--- config.mk ---
export PLATFORM = sky130hd
export DESIGN_NAME = pending_request_id_table_flat
export DESIGN_NICKNAME = d
export VERILOG_FILES = /design/src/rtl/prit_pkg.sv /design/src/rtl/prit_req_if.sv /design/src/rtl/prit_rsp_if.sv /design/src/rtl/prit_datapath.sv /design/src/rtl/prit_controller.sv /design/src/rtl/pending_request_id_table.sv /design/src/flat_wrapper.sv
export SDC_FILE = /design/constraint.sdc
export NUM_CORES = 1
export LEC_CHECK = 0
export BUFFER_PORTS_ARGS = -buffer_cell sky130_fd_sc_hd__buf_2
export CAP_MARGIN = 40
export CORE_ASPECT_RATIO = 0.8
export CORE_MARGIN = 4
export CORE_UTILIZATION = 62
export CTS_CLUSTER_SIZE = 20
export DETAILED_ROUTE_END_ITERATION = 6
export PLACE_DENSITY = 0.76
export SYNTH_ARGS = -nofsm -noshare
export SYNTH_HDL_FRONTEND = slang
export SYNTH_HIERARCHICAL = 1
export SYNTH_SLANG_ARGS = --single-unit
--- constraint.sdc ---
create_clock -name clk -period 8.7 [get_ports clk]
set_input_delay 1.74 -clock clk [delete_from_list [all_inputs] [get_ports clk]]
set_output_delay 1.74 -clock clk [all_outputs]
set_load 0.02 [all_outputs]
--- src/rtl/prit_pkg.sv ---
// Package for the pending request id table: field widths, opcodes, FSM states
// and the command/status structs between controller and datapath. No dependencies.
package prit_pkg;

    localparam int unsigned OPCODE_W     = 2;
    localparam int unsigned ID_W         = 32;
    localparam int unsigned KIND_W       = 3;
    localparam int unsigned SHARE_W      = 64;
    localparam int unsigned SLOT_COUNT   = 8;
    localparam int unsigned PAYLOAD_BITS = 64;

    localparam logic [KIND_W-1:0] KIND_NONE   = 3'd0;
    localparam logic [KIND_W-1:0] KIND_SUBMIT = 3'd1;

    typedef enum logic [OPCODE_W-1:0] {
        OP_REGISTER = 2'd0,
        OP_TAKE     = 2'd1,
        OP_CLEAR    = 2'd2
    } op_t;

    typedef enum logic [1:0] {
        ST_IDLE,
        ST_SCAN,
        ST_SHIFT
    } state_t;

    // controller -> datapath
    typedef struct packed {
        logic load;          // capture request fields
        logic clear_all;     // empty every slot
        logic idx_clear;     // restart scan at slot 0
        logic idx_inc;       // step scan to next slot
        logic write_slot;    // write request into scanned slot
        logic free_slot;     // drop valid mark of scanned slot
        logic shift;         // shift slots down, request into last slot
        logic load_result;   // load output register
        logic result_found;  // result is a hit on the scanned slot
    } cmd_t;

    // datapath -> controller
    typedef struct packed {
        logic slot_empty;
        logic slot_match;
        logic last_slot;
        logic out_free;
    } status_t;

endpackage

--- src/rtl/prit_req_if.sv ---
// Request channel interface: valid/ready handshake plus request fields.
// Depends on prit_pkg for field widths.
interface prit_req_if;
    logic                               valid;
    logic                               ready;
    logic [prit_pkg::OPCODE_W-1:0]      opcode;
    logic signed [prit_pkg::ID_W-1:0]   request_id;
    logic [prit_pkg::KIND_W-1:0]        request_kind;
    logic [prit_pkg::SHARE_W-1:0]       share_payload;

    modport source (output valid, opcode, request_id, request_kind, share_payload,
                    input ready);
    modport sink   (input valid, opcode, request_id, request_kind, share_payload,
                    output ready);
endinterface

--- src/rtl/prit_rsp_if.sv ---
// Response channel interface: valid/ready handshake plus take result fields.
// Depends on prit_pkg for field widths.
interface prit_rsp_if;
    logic                          valid;
    logic                          ready;
    logic                          found;
    logic [prit_pkg::KIND_W-1:0]   taken_kind;
    logic [prit_pkg::SHARE_W-1:0]  taken_payload;

    modport source (output valid, found, taken_kind, taken_payload, input ready);
    modport sink   (input valid, found, taken_kind, taken_payload, output ready);
endinterface

--- src/rtl/prit_datapath.sv ---
// Datapath: slot registers, scan index, request capture and result register.
// Depends on prit_pkg and prit_rsp_if.
module prit_datapath #(
    parameter int unsigned SLOT_COUNT   = prit_pkg::SLOT_COUNT,
    parameter int unsigned PAYLOAD_BITS = prit_pkg::PAYLOAD_BITS
) (
    input  logic                              clk,
    input  logic                              rst_n,
    input  logic signed [prit_pkg::ID_W-1:0]  request_id,
    input  logic [prit_pkg::KIND_W-1:0]       request_kind,
    input  logic [prit_pkg::SHARE_W-1:0]      share_payload,
    input  prit_pkg::cmd_t                    cmd,
    output prit_pkg::status_t                 sts,
    prit_rsp_if.source                        rsp
);

    localparam int unsigned IDX_W = $clog2(SLOT_COUNT);
    localparam logic [IDX_W-1:0] LAST_IDX = IDX_W'(SLOT_COUNT - 1);

    logic [prit_pkg::ID_W-1:0]      id_reg;
    logic [prit_pkg::KIND_W-1:0]    kind_reg;
    logic [PAYLOAD_BITS-1:0]        pay_reg;
    logic [IDX_W-1:0]               idx_reg, idx_next;

    logic [SLOT_COUNT-1:0]          valid_reg, valid_next;
    logic [prit_pkg::ID_W-1:0]      slot_id_reg   [SLOT_COUNT];
    logic [prit_pkg::KIND_W-1:0]    slot_kind_reg [SLOT_COUNT];
    logic [PAYLOAD_BITS-1:0]        slot_pay_reg  [SLOT_COUNT];

    logic                           out_valid_reg, out_valid_next;
    logic                           out_found_reg;
    logic [prit_pkg::KIND_W-1:0]    out_kind_reg;
    logic [prit_pkg::SHARE_W-1:0]   out_share_reg;

    logic [prit_pkg::KIND_W-1:0]    cur_kind;

    // request capture; non-submit payload is stored as zero
    always_ff @(posedge clk)
    begin
        if (cmd.load)
        begin
            id_reg   <= request_id;
            kind_reg <= request_kind;
            pay_reg  <= (request_kind == prit_pkg::KIND_SUBMIT)
                        ? share_payload[PAYLOAD_BITS-1:0] : '0;
        end
    end

    always_comb
    begin
        idx_next = idx_reg;
        if (cmd.idx_clear)
            idx_next = '0;
        else if (cmd.idx_inc)
            idx_next = idx_reg + 1'b1;
    end

    always_ff @(posedge clk or negedge rst_n)
    begin
        if (!rst_n)
            idx_reg <= '0;
        else
            idx_reg <= idx_next;
    end

    always_comb
    begin
        valid_next = valid_reg;
        if (cmd.clear_all)
            valid_next = '0;
        else if (cmd.shift)
            valid_next = {1'b1, valid_reg[SLOT_COUNT-1:1]};
        else if (cmd.write_slot)
            valid_next[idx_reg] = 1'b1;
        else if (cmd.free_slot)
            valid_next[idx_reg] = 1'b0;
    end

    always_ff @(posedge clk or negedge rst_n)
    begin
        if (!rst_n)
            valid_reg <= '0;
        else
            valid_reg <= valid_next;
    end

    // slot contents: shift line, plus a write at the scan index
    always_ff @(posedge clk)
    begin
        if (cmd.shift)
        begin
            for (int i = 0; i < SLOT_COUNT - 1; i++)
            begin
                slot_id_reg[i]   <= slot_id_reg[i+1];
                slot_kind_reg[i] <= slot_kind_reg[i+1];
                slot_pay_reg[i]  <= slot_pay_reg[i+1];
            end
            slot_id_reg[SLOT_COUNT-1]   <= id_reg;
            slot_kind_reg[SLOT_COUNT-1] <= kind_reg;
            slot_pay_reg[SLOT_COUNT-1]  <= pay_reg;
        end
        else if (cmd.write_slot)
        begin
            slot_id_reg[idx_reg]   <= id_reg;
            slot_kind_reg[idx_reg] <= kind_reg;
            slot_pay_reg[idx_reg]  <= pay_reg;
        end
    end

    assign cur_kind = slot_kind_reg[idx_reg];

    always_comb
    begin
        sts.slot_empty = !valid_reg[idx_reg];
        sts.slot_match = valid_reg[idx_reg] && (slot_id_reg[idx_reg] == id_reg);
        sts.last_slot  = (idx_reg == LAST_IDX);
        sts.out_free   = !out_valid_reg || rsp.ready;
    end

    // result register
    always_comb
    begin
        out_valid_next = out_valid_reg;
        if (cmd.load_result)
            out_valid_next = 1'b1;
        else if (rsp.ready)
            out_valid_next = 1'b0;
    end

    always_ff @(posedge clk or negedge rst_n)
    begin
        if (!rst_n)
            out_valid_reg <= 1'b0;
        else
            out_valid_reg <= out_valid_next;
    end

    always_ff @(posedge clk)
    begin
        if (cmd.load_result)
        begin
            out_found_reg <= cmd.result_found;
            out_kind_reg  <= cmd.result_found ? cur_kind : prit_pkg::KIND_NONE;
            out_share_reg <= (cmd.result_found && cur_kind == prit_pkg::KIND_SUBMIT)
                             ? prit_pkg::SHARE_W'(slot_pay_reg[idx_reg]) : '0;
        end
    end

    assign rsp.valid         = out_valid_reg;
    assign rsp.found         = out_found_reg;
    assign rsp.taken_kind    = out_kind_reg;
    assign rsp.taken_payload = out_share_reg;

endmodule

--- src/rtl/prit_controller.sv ---
// Controller FSM: accepts requests, sequences the slot scan, shift and result.
// Depends on prit_pkg.
module prit_controller (
    input  logic                            clk,
    input  logic                            rst_n,
    input  logic                            in_valid,
    input  logic [prit_pkg::OPCODE_W-1:0]   in_opcode,
    output logic                            in_ready,
    input  prit_pkg::status_t               sts,
    output prit_pkg::cmd_t                  cmd
);

    prit_pkg::state_t state_reg, state_next;
    logic             take_reg, take_next;

    always_ff @(posedge clk or negedge rst_n)
    begin
        if (!rst_n)
        begin
            state_reg <= prit_pkg::ST_IDLE;
            take_reg  <= 1'b0;
        end
        else
        begin
            state_reg <= state_next;
            take_reg  <= take_next;
        end
    end

    always_comb
    begin
        state_next = state_reg;
        take_next  = take_reg;
        in_ready   = 1'b0;
        cmd        = '0;
        unique case (state_reg)
            prit_pkg::ST_IDLE:
            begin
                in_ready = 1'b1;
                if (in_valid)
                begin
                    cmd.load = 1'b1;
                    unique case (prit_pkg::op_t'(in_opcode))
                        prit_pkg::OP_REGISTER:
                        begin
                            cmd.idx_clear = 1'b1;
                            take_next     = 1'b0;
                            state_next    = prit_pkg::ST_SCAN;
                        end
                        prit_pkg::OP_TAKE:
                        begin
                            cmd.idx_clear = 1'b1;
                            take_next     = 1'b1;
                            state_next    = prit_pkg::ST_SCAN;
                        end
                        prit_pkg::OP_CLEAR:
                            cmd.clear_all = 1'b1;
                        default:
                            ;
                    endcase
                end
            end
            prit_pkg::ST_SCAN:
            begin
                if (!take_reg)
                begin
                    if (sts.slot_empty)
                    begin
                        cmd.write_slot = 1'b1;
                        state_next     = prit_pkg::ST_IDLE;
                    end
                    else if (sts.last_slot)
                        state_next = prit_pkg::ST_SHIFT;
                    else
                        cmd.idx_inc = 1'b1;
                end
                else
                begin
                    if (sts.slot_match || sts.last_slot)
                    begin
                        // hold on the slot until the result register is free
                        if (sts.out_free)
                        begin
                            cmd.load_result  = 1'b1;
                            cmd.result_found = sts.slot_match;
                            cmd.free_slot    = sts.slot_match;
                            state_next       = prit_pkg::ST_IDLE;
                        end
                    end
                    else
                        cmd.idx_inc = 1'b1;
                end
            end
            prit_pkg::ST_SHIFT:
            begin
                cmd.shift  = 1'b1;
                state_next = prit_pkg::ST_IDLE;
            end
            default:
                state_next = prit_pkg::ST_IDLE;
        endcase
    end

endmodule

--- src/rtl/pending_request_id_table.sv ---
// Top level of the pending request id table: controller plus slot datapath.
// Depends on prit_pkg, prit_req_if, prit_rsp_if, prit_controller, prit_datapath.
//
//  channel | modport | transaction carries
//  --------+---------+---------------------------------------------------
//  req     | sink    | opcode, request_id, request_kind, share_payload
//  rsp     | source  | found, taken_kind, taken_payload (take only)
//
// One request at a time; req.ready is high only while the controller idles.
// A clear or an unused opcode ends on acceptance; a register scans the slots
// from slot 0, one a cycle, and fills the first empty one, or shifts the slots
// down when all are full; a take scans likewise to a match or the last slot.
// The result register parts the sides: a take that finishes while rsp stalls
// waits on its slot until the register frees. Reset empties every slot at once.
module pending_request_id_table #(
    parameter int unsigned SLOT_COUNT   = prit_pkg::SLOT_COUNT,
    parameter int unsigned PAYLOAD_BITS = prit_pkg::PAYLOAD_BITS
) (
    input  logic        clk,
    input  logic        rst_n,
    prit_req_if.sink    req,
    prit_rsp_if.source  rsp
);

    prit_pkg::cmd_t    cmd;
    prit_pkg::status_t sts;
    logic              in_ready;

    assign req.ready = in_ready;

    // sequencing of scan, shift and result load
    prit_controller u_ctrl (
        .clk       (clk),
        .rst_n     (rst_n),
        .in_valid  (req.valid),
        .in_opcode (req.opcode),
        .in_ready  (in_ready),
        .sts       (sts),
        .cmd       (cmd)
    );

    // slot storage and result register
    prit_datapath #(
        .SLOT_COUNT   (SLOT_COUNT),
        .PAYLOAD_BITS (PAYLOAD_BITS)
    ) u_dp (
        .clk           (clk),
        .rst_n         (rst_n),
        .request_id    (req.request_id),
        .request_kind  (req.request_kind),
        .share_payload (req.share_payload),
        .cmd           (cmd),
        .sts           (sts),
        .rsp           (rsp)
    );

`ifndef SYNTHESIS
    // a result never overwrites one still waiting
    assert property (@(posedge clk) disable iff (!rst_n)
        cmd.load_result |-> sts.out_free)
        else $error("result loaded while output register busy");

    // only a matching slot is ever freed
    assert property (@(posedge clk) disable iff (!rst_n)
        cmd.free_slot |-> (sts.slot_match && cmd.load_result))
        else $error("slot freed without a match");

    // a registration only fills an empty slot
    assert property (@(posedge clk) disable iff (!rst_n)
        cmd.write_slot |-> sts.slot_empty)
        else $error("registration overwrote a valid slot");

    // no new request is taken in the cycle after one starts a scan
    assert property (@(posedge clk) disable iff (!rst_n)
        cmd.idx_clear |=> !req.ready)
        else $error("request accepted during scan");
`endif

endmodule
--- src/flat_wrapper.sv ---
// flat-port wrapper written by rule: the top's interface ports become plain ports
module pending_request_id_table_flat 
#(
    parameter int unsigned SLOT_COUNT   = prit_pkg::SLOT_COUNT,
    parameter int unsigned PAYLOAD_BITS = prit_pkg::PAYLOAD_BITS
)
  (clk, rst_n, req_valid, req_opcode, req_request_id, req_request_kind, req_share_payload, req_ready, rsp_valid, rsp_found, rsp_taken_kind, rsp_taken_payload, rsp_ready);
  prit_req_if req_i ();
  prit_rsp_if rsp_i ();
  input  logic clk;
  input  logic rst_n;
  input wire logic [$bits(req_i.valid)-1:0] req_valid;
  input wire logic [$bits(req_i.opcode)-1:0] req_opcode;
  input wire logic [$bits(req_i.request_id)-1:0] req_request_id;
  input wire logic [$bits(req_i.request_kind)-1:0] req_request_kind;
  input wire logic [$bits(req_i.share_payload)-1:0] req_share_payload;
  output wire logic [$bits(req_i.ready)-1:0] req_ready;
  output wire logic [$bits(rsp_i.valid)-1:0] rsp_valid;
  output wire logic [$bits(rsp_i.found)-1:0] rsp_found;
  output wire logic [$bits(rsp_i.taken_kind)-1:0] rsp_taken_kind;
  output wire logic [$bits(rsp_i.taken_payload)-1:0] rsp_taken_payload;
  input wire logic [$bits(rsp_i.ready)-1:0] rsp_ready;
  assign req_i.valid = req_valid;
  assign req_i.opcode = req_opcode;
  assign req_i.request_id = req_request_id;
  assign req_i.request_kind = req_request_kind;
  assign req_i.share_payload = req_share_payload;
  assign req_ready = req_i.ready;
  assign rsp_valid = rsp_i.valid;
  assign rsp_found = rsp_i.found;
  assign rsp_taken_kind = rsp_i.taken_kind;
  assign rsp_taken_payload = rsp_i.taken_payload;
  assign rsp_i.ready = rsp_ready;
  pending_request_id_table #(.SLOT_COUNT(SLOT_COUNT), .PAYLOAD_BITS(PAYLOAD_BITS)) u_core (.clk(clk), .rst_n(rst_n), .req(req_i), .rsp(rsp_i));
endmodule
# After elaboration in Yosys (flattened, before gate mapping)

Memory sizes are Yosys's and may differ from the RTL's. A register that Yosys moved wholly into a read port is not among the register bits.
Index checks and enable logic that the tools add are counted.

Memories kept: 3
Bits of input ports: 105
Bits in registers: 118
Output and inout port bits: 70
Memory bits (writable): 792

$lt $le $gt $ge: 2
Muxes and demuxes: 55
Reduce and logical (&&, ||, !) cells: 19
Add/sub/neg operators: 1
Equality and inequality tests: 13
Bitwise gates (word level): 3

Memory list:

| memory                    | depth | width | rd ports | clocked after Yosys merged registers in | write ports | RTL line            | source |
|---|---|---|---|---|---|---|---|
| u_core.u_dp.slot_pay_reg  | 8     | 64    | 8        | 1                                       | 8           | prit_datapath.sv:28 | `logic [PAYLOAD_BITS-1:0] slot_pay_reg [SLOT_COUNT];` |
| u_core.u_dp.slot_id_reg   | 8     | 32    | 8        | 0                                       | 8           | prit_datapath.sv:26 | `logic [prit_pkg::ID_W-1:0] slot_id_reg [SLOT_COUNT];` |
| u_core.u_dp.slot_kind_reg | 8     | 3     | 8        | 0                                       | 8           | prit_datapath.sv:27 | `logic [prit_pkg::KIND_W-1:0] slot_kind_reg [SLOT_COUNT];` |

Operators with widths:

| cell                                                                  | count |
|---|---|
| 64-bit two-way mux                                                    | 1 |
| 64-bit OR reduction                                                   | 1 |
| 32-bit equality test                                                  | 1 |
| 32-bit two-way mux                                                    | 1 |
| 8-bit two-way mux                                                     | 4 |
| 32-bit OR reduction                                                   | 1 |
| 3-bit two-way mux                                                     | 9 |
| 1-bit two-way mux                                                     | 25 |
| 2-bit two-way mux                                                     | 11 |
| 8-bit bitwise AND                                                     | 1 |
| 8-bit inverter                                                        | 1 |
| 8-bit bitwise OR                                                      | 1 |
| 3-bit by 1-bit equality test with 1-bit output, second input constant | 2 |
| 2-bit nonzero test                                                    | 3 |
| 5-bit AND reduction                                                   | 1 |
| 2-bit by 1-bit equality test with 1-bit output, second input constant | 2 |
| 2-bit equality test, second input constant                            | 2 |
| 2-bit zero test                                                       | 2 |
| 3-bit by 4-bit < comparator with 1-bit output, second input constant  | 1 |
| 2-bit != test, second input constant                                  | 2 |
| 4-bit != test, second input constant                                  | 1 |
| 2-bit one-hot mux with 2 select lines                                 | 1 |
| 4-bit nonzero test                                                    | 1 |
| 3-bit by 1-bit adder with 3-bit output, second input constant         | 1 |
| other kinds (13)                                                      | 17 |

# Logic depth before layout (Yosys ltp)

Depth in word-level cells: 12
Gate-level depth with buffers: 20

# Hierarchy

The synthesis kept the hierarchy.

By module, submodules not included:

| module          | instances | seq. area each (µm²) | cells an instance | area each (µm²) |
|---|---|---|---|---|
| prit_datapath   | 1         | 29,097.9             | 2,682             | 44,237.4 |
| prit_controller | 1         | 75.1                 | 23                | 225.2 |

# Worst setup path before layout

No wires, ideal clock.

Path kind: register -> register
From: reg u_core.u_dp.idx_reg[2]
To: reg u_core.u_dp.out_found_reg (netlist: u_core/u_dp/rsp.found), enable pin
Stages on the path, launching flop included: 11
Data required time: 8.121 ns
Arrival: 7.074 ns
Buffers on the path: 3
Slack: 1.047 ns
Cell sequence: dfrtp_1 buf_2 buf_2 buf_2 a32o_1 or4_1 nor4_1 nand3_1 nor4_2 nor2_1 nor3_1

RTL lines:

| item                     | RTL line             | source |
|---|---|---|
| start: declaration       | prit_datapath.sv:23  | `logic [IDX_W-1:0] idx_reg, idx_next;` |
| start signal: assignment | prit_datapath.sv:63  | `idx_reg <= idx_next;` |
| end signal: assignment   | prit_datapath.sv:142 | `out_found_reg <= cmd.result_found;` |
| end: declaration         | prit_datapath.sv:31  | `logic out_found_reg;` |

==> impl_metrics.json <==
{
  "start_util_pct": 62.8,
  "async_reset_ff_share_pct": 1.54,
  "p_leak_nw": 16.3,
  "yosys.area.top_type": "edfxtp_1",
  "fin_cells": 3870,
  "final_hold_viol_count": 0,
  "critical-path-max-stage-delay_ns": 0.87,
  "maxCapViolCount": 0,
  "syn-cell-area_um2": 44500,
  "r2r_slack_ns": 2.68,
  "ys_seq_area_share_pct": 65.6,
  "setup_viol": 0,
  "postCtsHoldBufs": 0,
  "crit_type": "flop to flop",
  "dp_hpwl_mm": 69.8,
  "hold_start": "u_core/u_dp/valid_reg[3]",
  "intPower_mw": 9.14,
  "syn_area_per_cell_um2": 16.4,
  "min_delay_worst_endpoint": "u_core/u_dp/valid_reg[3]",
  "area_delta_synth_final_pct": 11.3,
  "cts_tree": "done",
  "drc": 0,
  "synth_most_common_cell": "edfxtp_1",
  "drtAntennaViolNets": 0,
  "synth_common_cells": "edfxtp_1 (959), mux2_2 (747), a22oi_1 (102)",
  "switchingPower_mw": 4.19,
  "dr.pass1.iters": 6,
  "chipHeight_um": 248,
  "maxSlewViolCount": 0,
  "crit_slowest_cell": "dfrtp_4",
  "r2r-end": "u_core/u_dp/rsp.taken_payload[52]",
  "post_cts_buffers": 0,
  "clk_path_buf_depth": 3,
  "dieArea_um2": 76100,
  "routedWlPerCell_um": 32.0,
  "peakVddDrop_uv": 223,
  "min_path_type": "flop to flop",
  "cp_max_fo": 43,
  "timing.rr.start": "u_core/u_dp/idx_reg[1]",
  "grt_max_degree": 87,
  "grt_first_pass_wirelength_mm": 182,
  "ys.flop_type": "edfxtp_1",
  "pwr-share-clk_pct": 29.5,
  "vias": 27300,
  "nNetsFinal": 2969,
  "cts_made_buffers": 93,
  "grt_setup_unrepaired": "no",
  "ioPinCount": 175,
  "p_sw_share_pct": 31.4,
  "final.setup_skew_ns": 0.0167,
  "syn-num-nets": 2812,
  "grt_overflow": 0,
  "synth-edff-count": 959,
  "yosysWarnings": 6,
  "cp.arrival_ns": 6.52,
  "antenna_found_initial": 2,
  "gp_congestion": 0.826,
  "yosys-top-cells-area": "edfxtp_1 (65%), mux2_2 (19%), mux4_2 (2.2%)",
  "post-route-period-util_pct": 69.2,
  "worstMarginPinSlew_ns": 0.973,
  "crit_required_ns": 9.20,
  "whs_path_depth": 2,
  "groute.usage.overall_pct": 32.4,
  "status": "completed",
  "place_inst": 3700,
  "largest_register_ffs": 512,
  "r2r.worst_path.cells": 15,
  "startpoint_type": "flop",
  "critPathCaptureType": "flop",
  "yosysTopAreaCellShare_pct": 64.8,
  "clock-root-buffer": "clkbuf_16",
  "clock-sinks": 974,
  "p_comb_share_pct": 25.7,
  "max_freq_mhz": 166,
  "netlist_instances": 2705,
  "cts_resized": 0,
  "worstSkewPairLatency_ns": 0.66,
  "drtIter0Drc": 3741,
  "final.setup.tns_ns": 0,
  "ys_types": 62,
  "rows": 87,
  "viasPerCell": 7.04,
  "p_seq_share_pct": 44.8,
  "htree_levels": 3,
  "grt_pass1_vias": 27700,
  "layout-drive-gt1-share_pct": 41.0,
  "powerDensity_nw_per_um2": 269,
  "routed_wl_mm": 124,
  "cpMostUsedCell": "buf_4",
  "core_area_um2": 70800,
  "fin_crit_ns": 6.02,
  "numPortBuffers": 174,
  "ys_ff_latch": 974,
  "fp.dieW_um": 307,
  "relSlewSlack_pct": 34.8,
  "path_cells": "buf_4, nor2b_2, buf_4, a32o_1, or4_1, nor4_1, nand3_1, nor4_2, inv_1, nor3_1, o21a_1, nand2_2, buf_12, buf_4, a31oi_1",
  "crit_family": "simple AND/OR/NAND/NOR gates",
  "clk_pin_slew_ns": 0.06,
  "holdWs_ns": 0.570,
  "cp_num_buf_inv": 5
}
[worst reg2reg max path: stages (launching register included)]
cell,delay (ns)
dfrtp_4,0.87
buf_4,0.74
nor2b_2,0.11
buf_4,0.26
a32o_1,0.24
or4_1,0.64
nor4_1,0.35
nand3_1,0.13
nor4_2,0.51
inv_1,0.11
nor3_1,0.64
o21a_1,0.26
nand2_2,0.24
buf_12,0.27
buf_4,0.30
a31oi_1,0.21
[how the worst max path moves through the flow]
stage / to / depth (start not counted) / startpoint / slack [ns]
after floorplan: u_core/u_dp/rsp.found / 10 / u_core/u_dp/idx_reg[2] / 1.05
after global placement: u_core/u_dp/rsp.taken_payload[50] / 14 / u_core/u_dp/idx_reg[1] / 2.63
after detailed placement: u_core/u_dp/rsp.taken_payload[50] / 15 / u_core/u_dp/idx_reg[1] / 2.79
after CTS: u_core/u_dp/rsp.taken_payload[50] / 15 / u_core/u_dp/idx_reg[1] / 2.76
after global routing: u_core/u_dp/rsp.taken_payload[50] / 15 / u_core/u_dp/idx_reg[1] / 2.38
final: u_core/u_dp/rsp.taken_payload[52] / 15 / u_core/u_dp/idx_reg[1] / 2.68
[through the flow]
step | power, mW | utilization (%) | area [um^2] | worst slack, ns
6_report | 13.3 | 69.9 | 49500 | 2.68
5_1_grt | 13.8 | 69.9 | 49500 | 2.38
4_1_cts | 13.3 | 69.9 | 49500 | 2.76
3_5_place_dp | 9.39 | 65.9 | 46600 | 2.79
3_3_place_gp | 9.26 | 65.5 | 46300 | 2.63
2_1_floorplan | 8.15 | - | 44500 | 1.05
[placed cells by master, fill, tap and decap left out, types with 9 or more instances in the layout]
| cell | netlist | final |
|---|---|---|
| a21oi_1 | 80 | 80 |
| a221o_1 | 18 | 18 |
| a221oi_1 | 69 | 69 |
| a22o_1 | 31 | 31 |
| a22oi_1 | 102 | 102 |
| a31oi_1 | 39 | 39 |
| and2_1 | 68 | 68 |
| buf_2 | 78 | 174 |
| buf_4 | 2 | 61 |
| clkbuf_1 | 95 | 24 |
| clkbuf_16 | 0 | 95 |
| clkinv_1 | 0 | 22 |
| clkinv_2 | 0 | 15 |
| dfrtp_1 | 15 | 12 |
| edfxtp_1 | 959 | 959 |
| mux2_2 | 747 | 747 |
| mux2i_1 | 50 | 50 |
| mux4_2 | 43 | 43 |
| nand2_1 | 36 | 34 |
| nand3_1 | 9 | 9 |
| nor2_1 | 83 | 81 |
| o21ai_0 | 40 | 40 |
| xnor2_1 | 17 | 17 |
| xor2_1 | 15 | 15 |
[power groups by stage]
stage	clock network (mW)	logic, mW	registers (mW)
after floorplan	0	2.28	5.87
after global placement	0	3.23	6.04
after detailed placement	0	3.33	6.05
after CTS	3.98	3.35	5.96
after global routing	4.19	3.57	6.01
final	3.94	3.42	5.98
[logic make-up (layout without fill, tap and decap cells)]
kind of cell	count (synthesis)	in the layout	share of synthesized area, %
buffers and inverters	203	432	2.00
flip-flops	974	974	65.6
AO/OA/AOI/OAI	396	396	6.33
AND/OR/NAND/NOR	255	255	3.06
XOR/XNOR	32	32	0.630
other	0	2	0
multiplexers	843	843	22.3
adder cells (fa/ha/maj)	2	2	0.0563
[final cells by class]
type	instances	area, um^2
Antenna cell	2	5.00
Inverter	13	68.8
Timing Repair Buffer	252	1690
Multi-Input combinational cell	1528	14500
Clock inverter	46	384
Fill cell	4544	21300
Tap cell	934	1170
Sequential cell	974	29200
Clock buffer	121	2490
[routing by layer]
metal,vias up,wire [um],track usage [%]
met5,-,0,0
met1,13900,47900,45.3
li1,11100,-,-
met4,0,3980,10.6
met3,304,13800,6.89
met2,1901,58300,51.7
No activity file was read; power rests on OpenSTA's default activity.
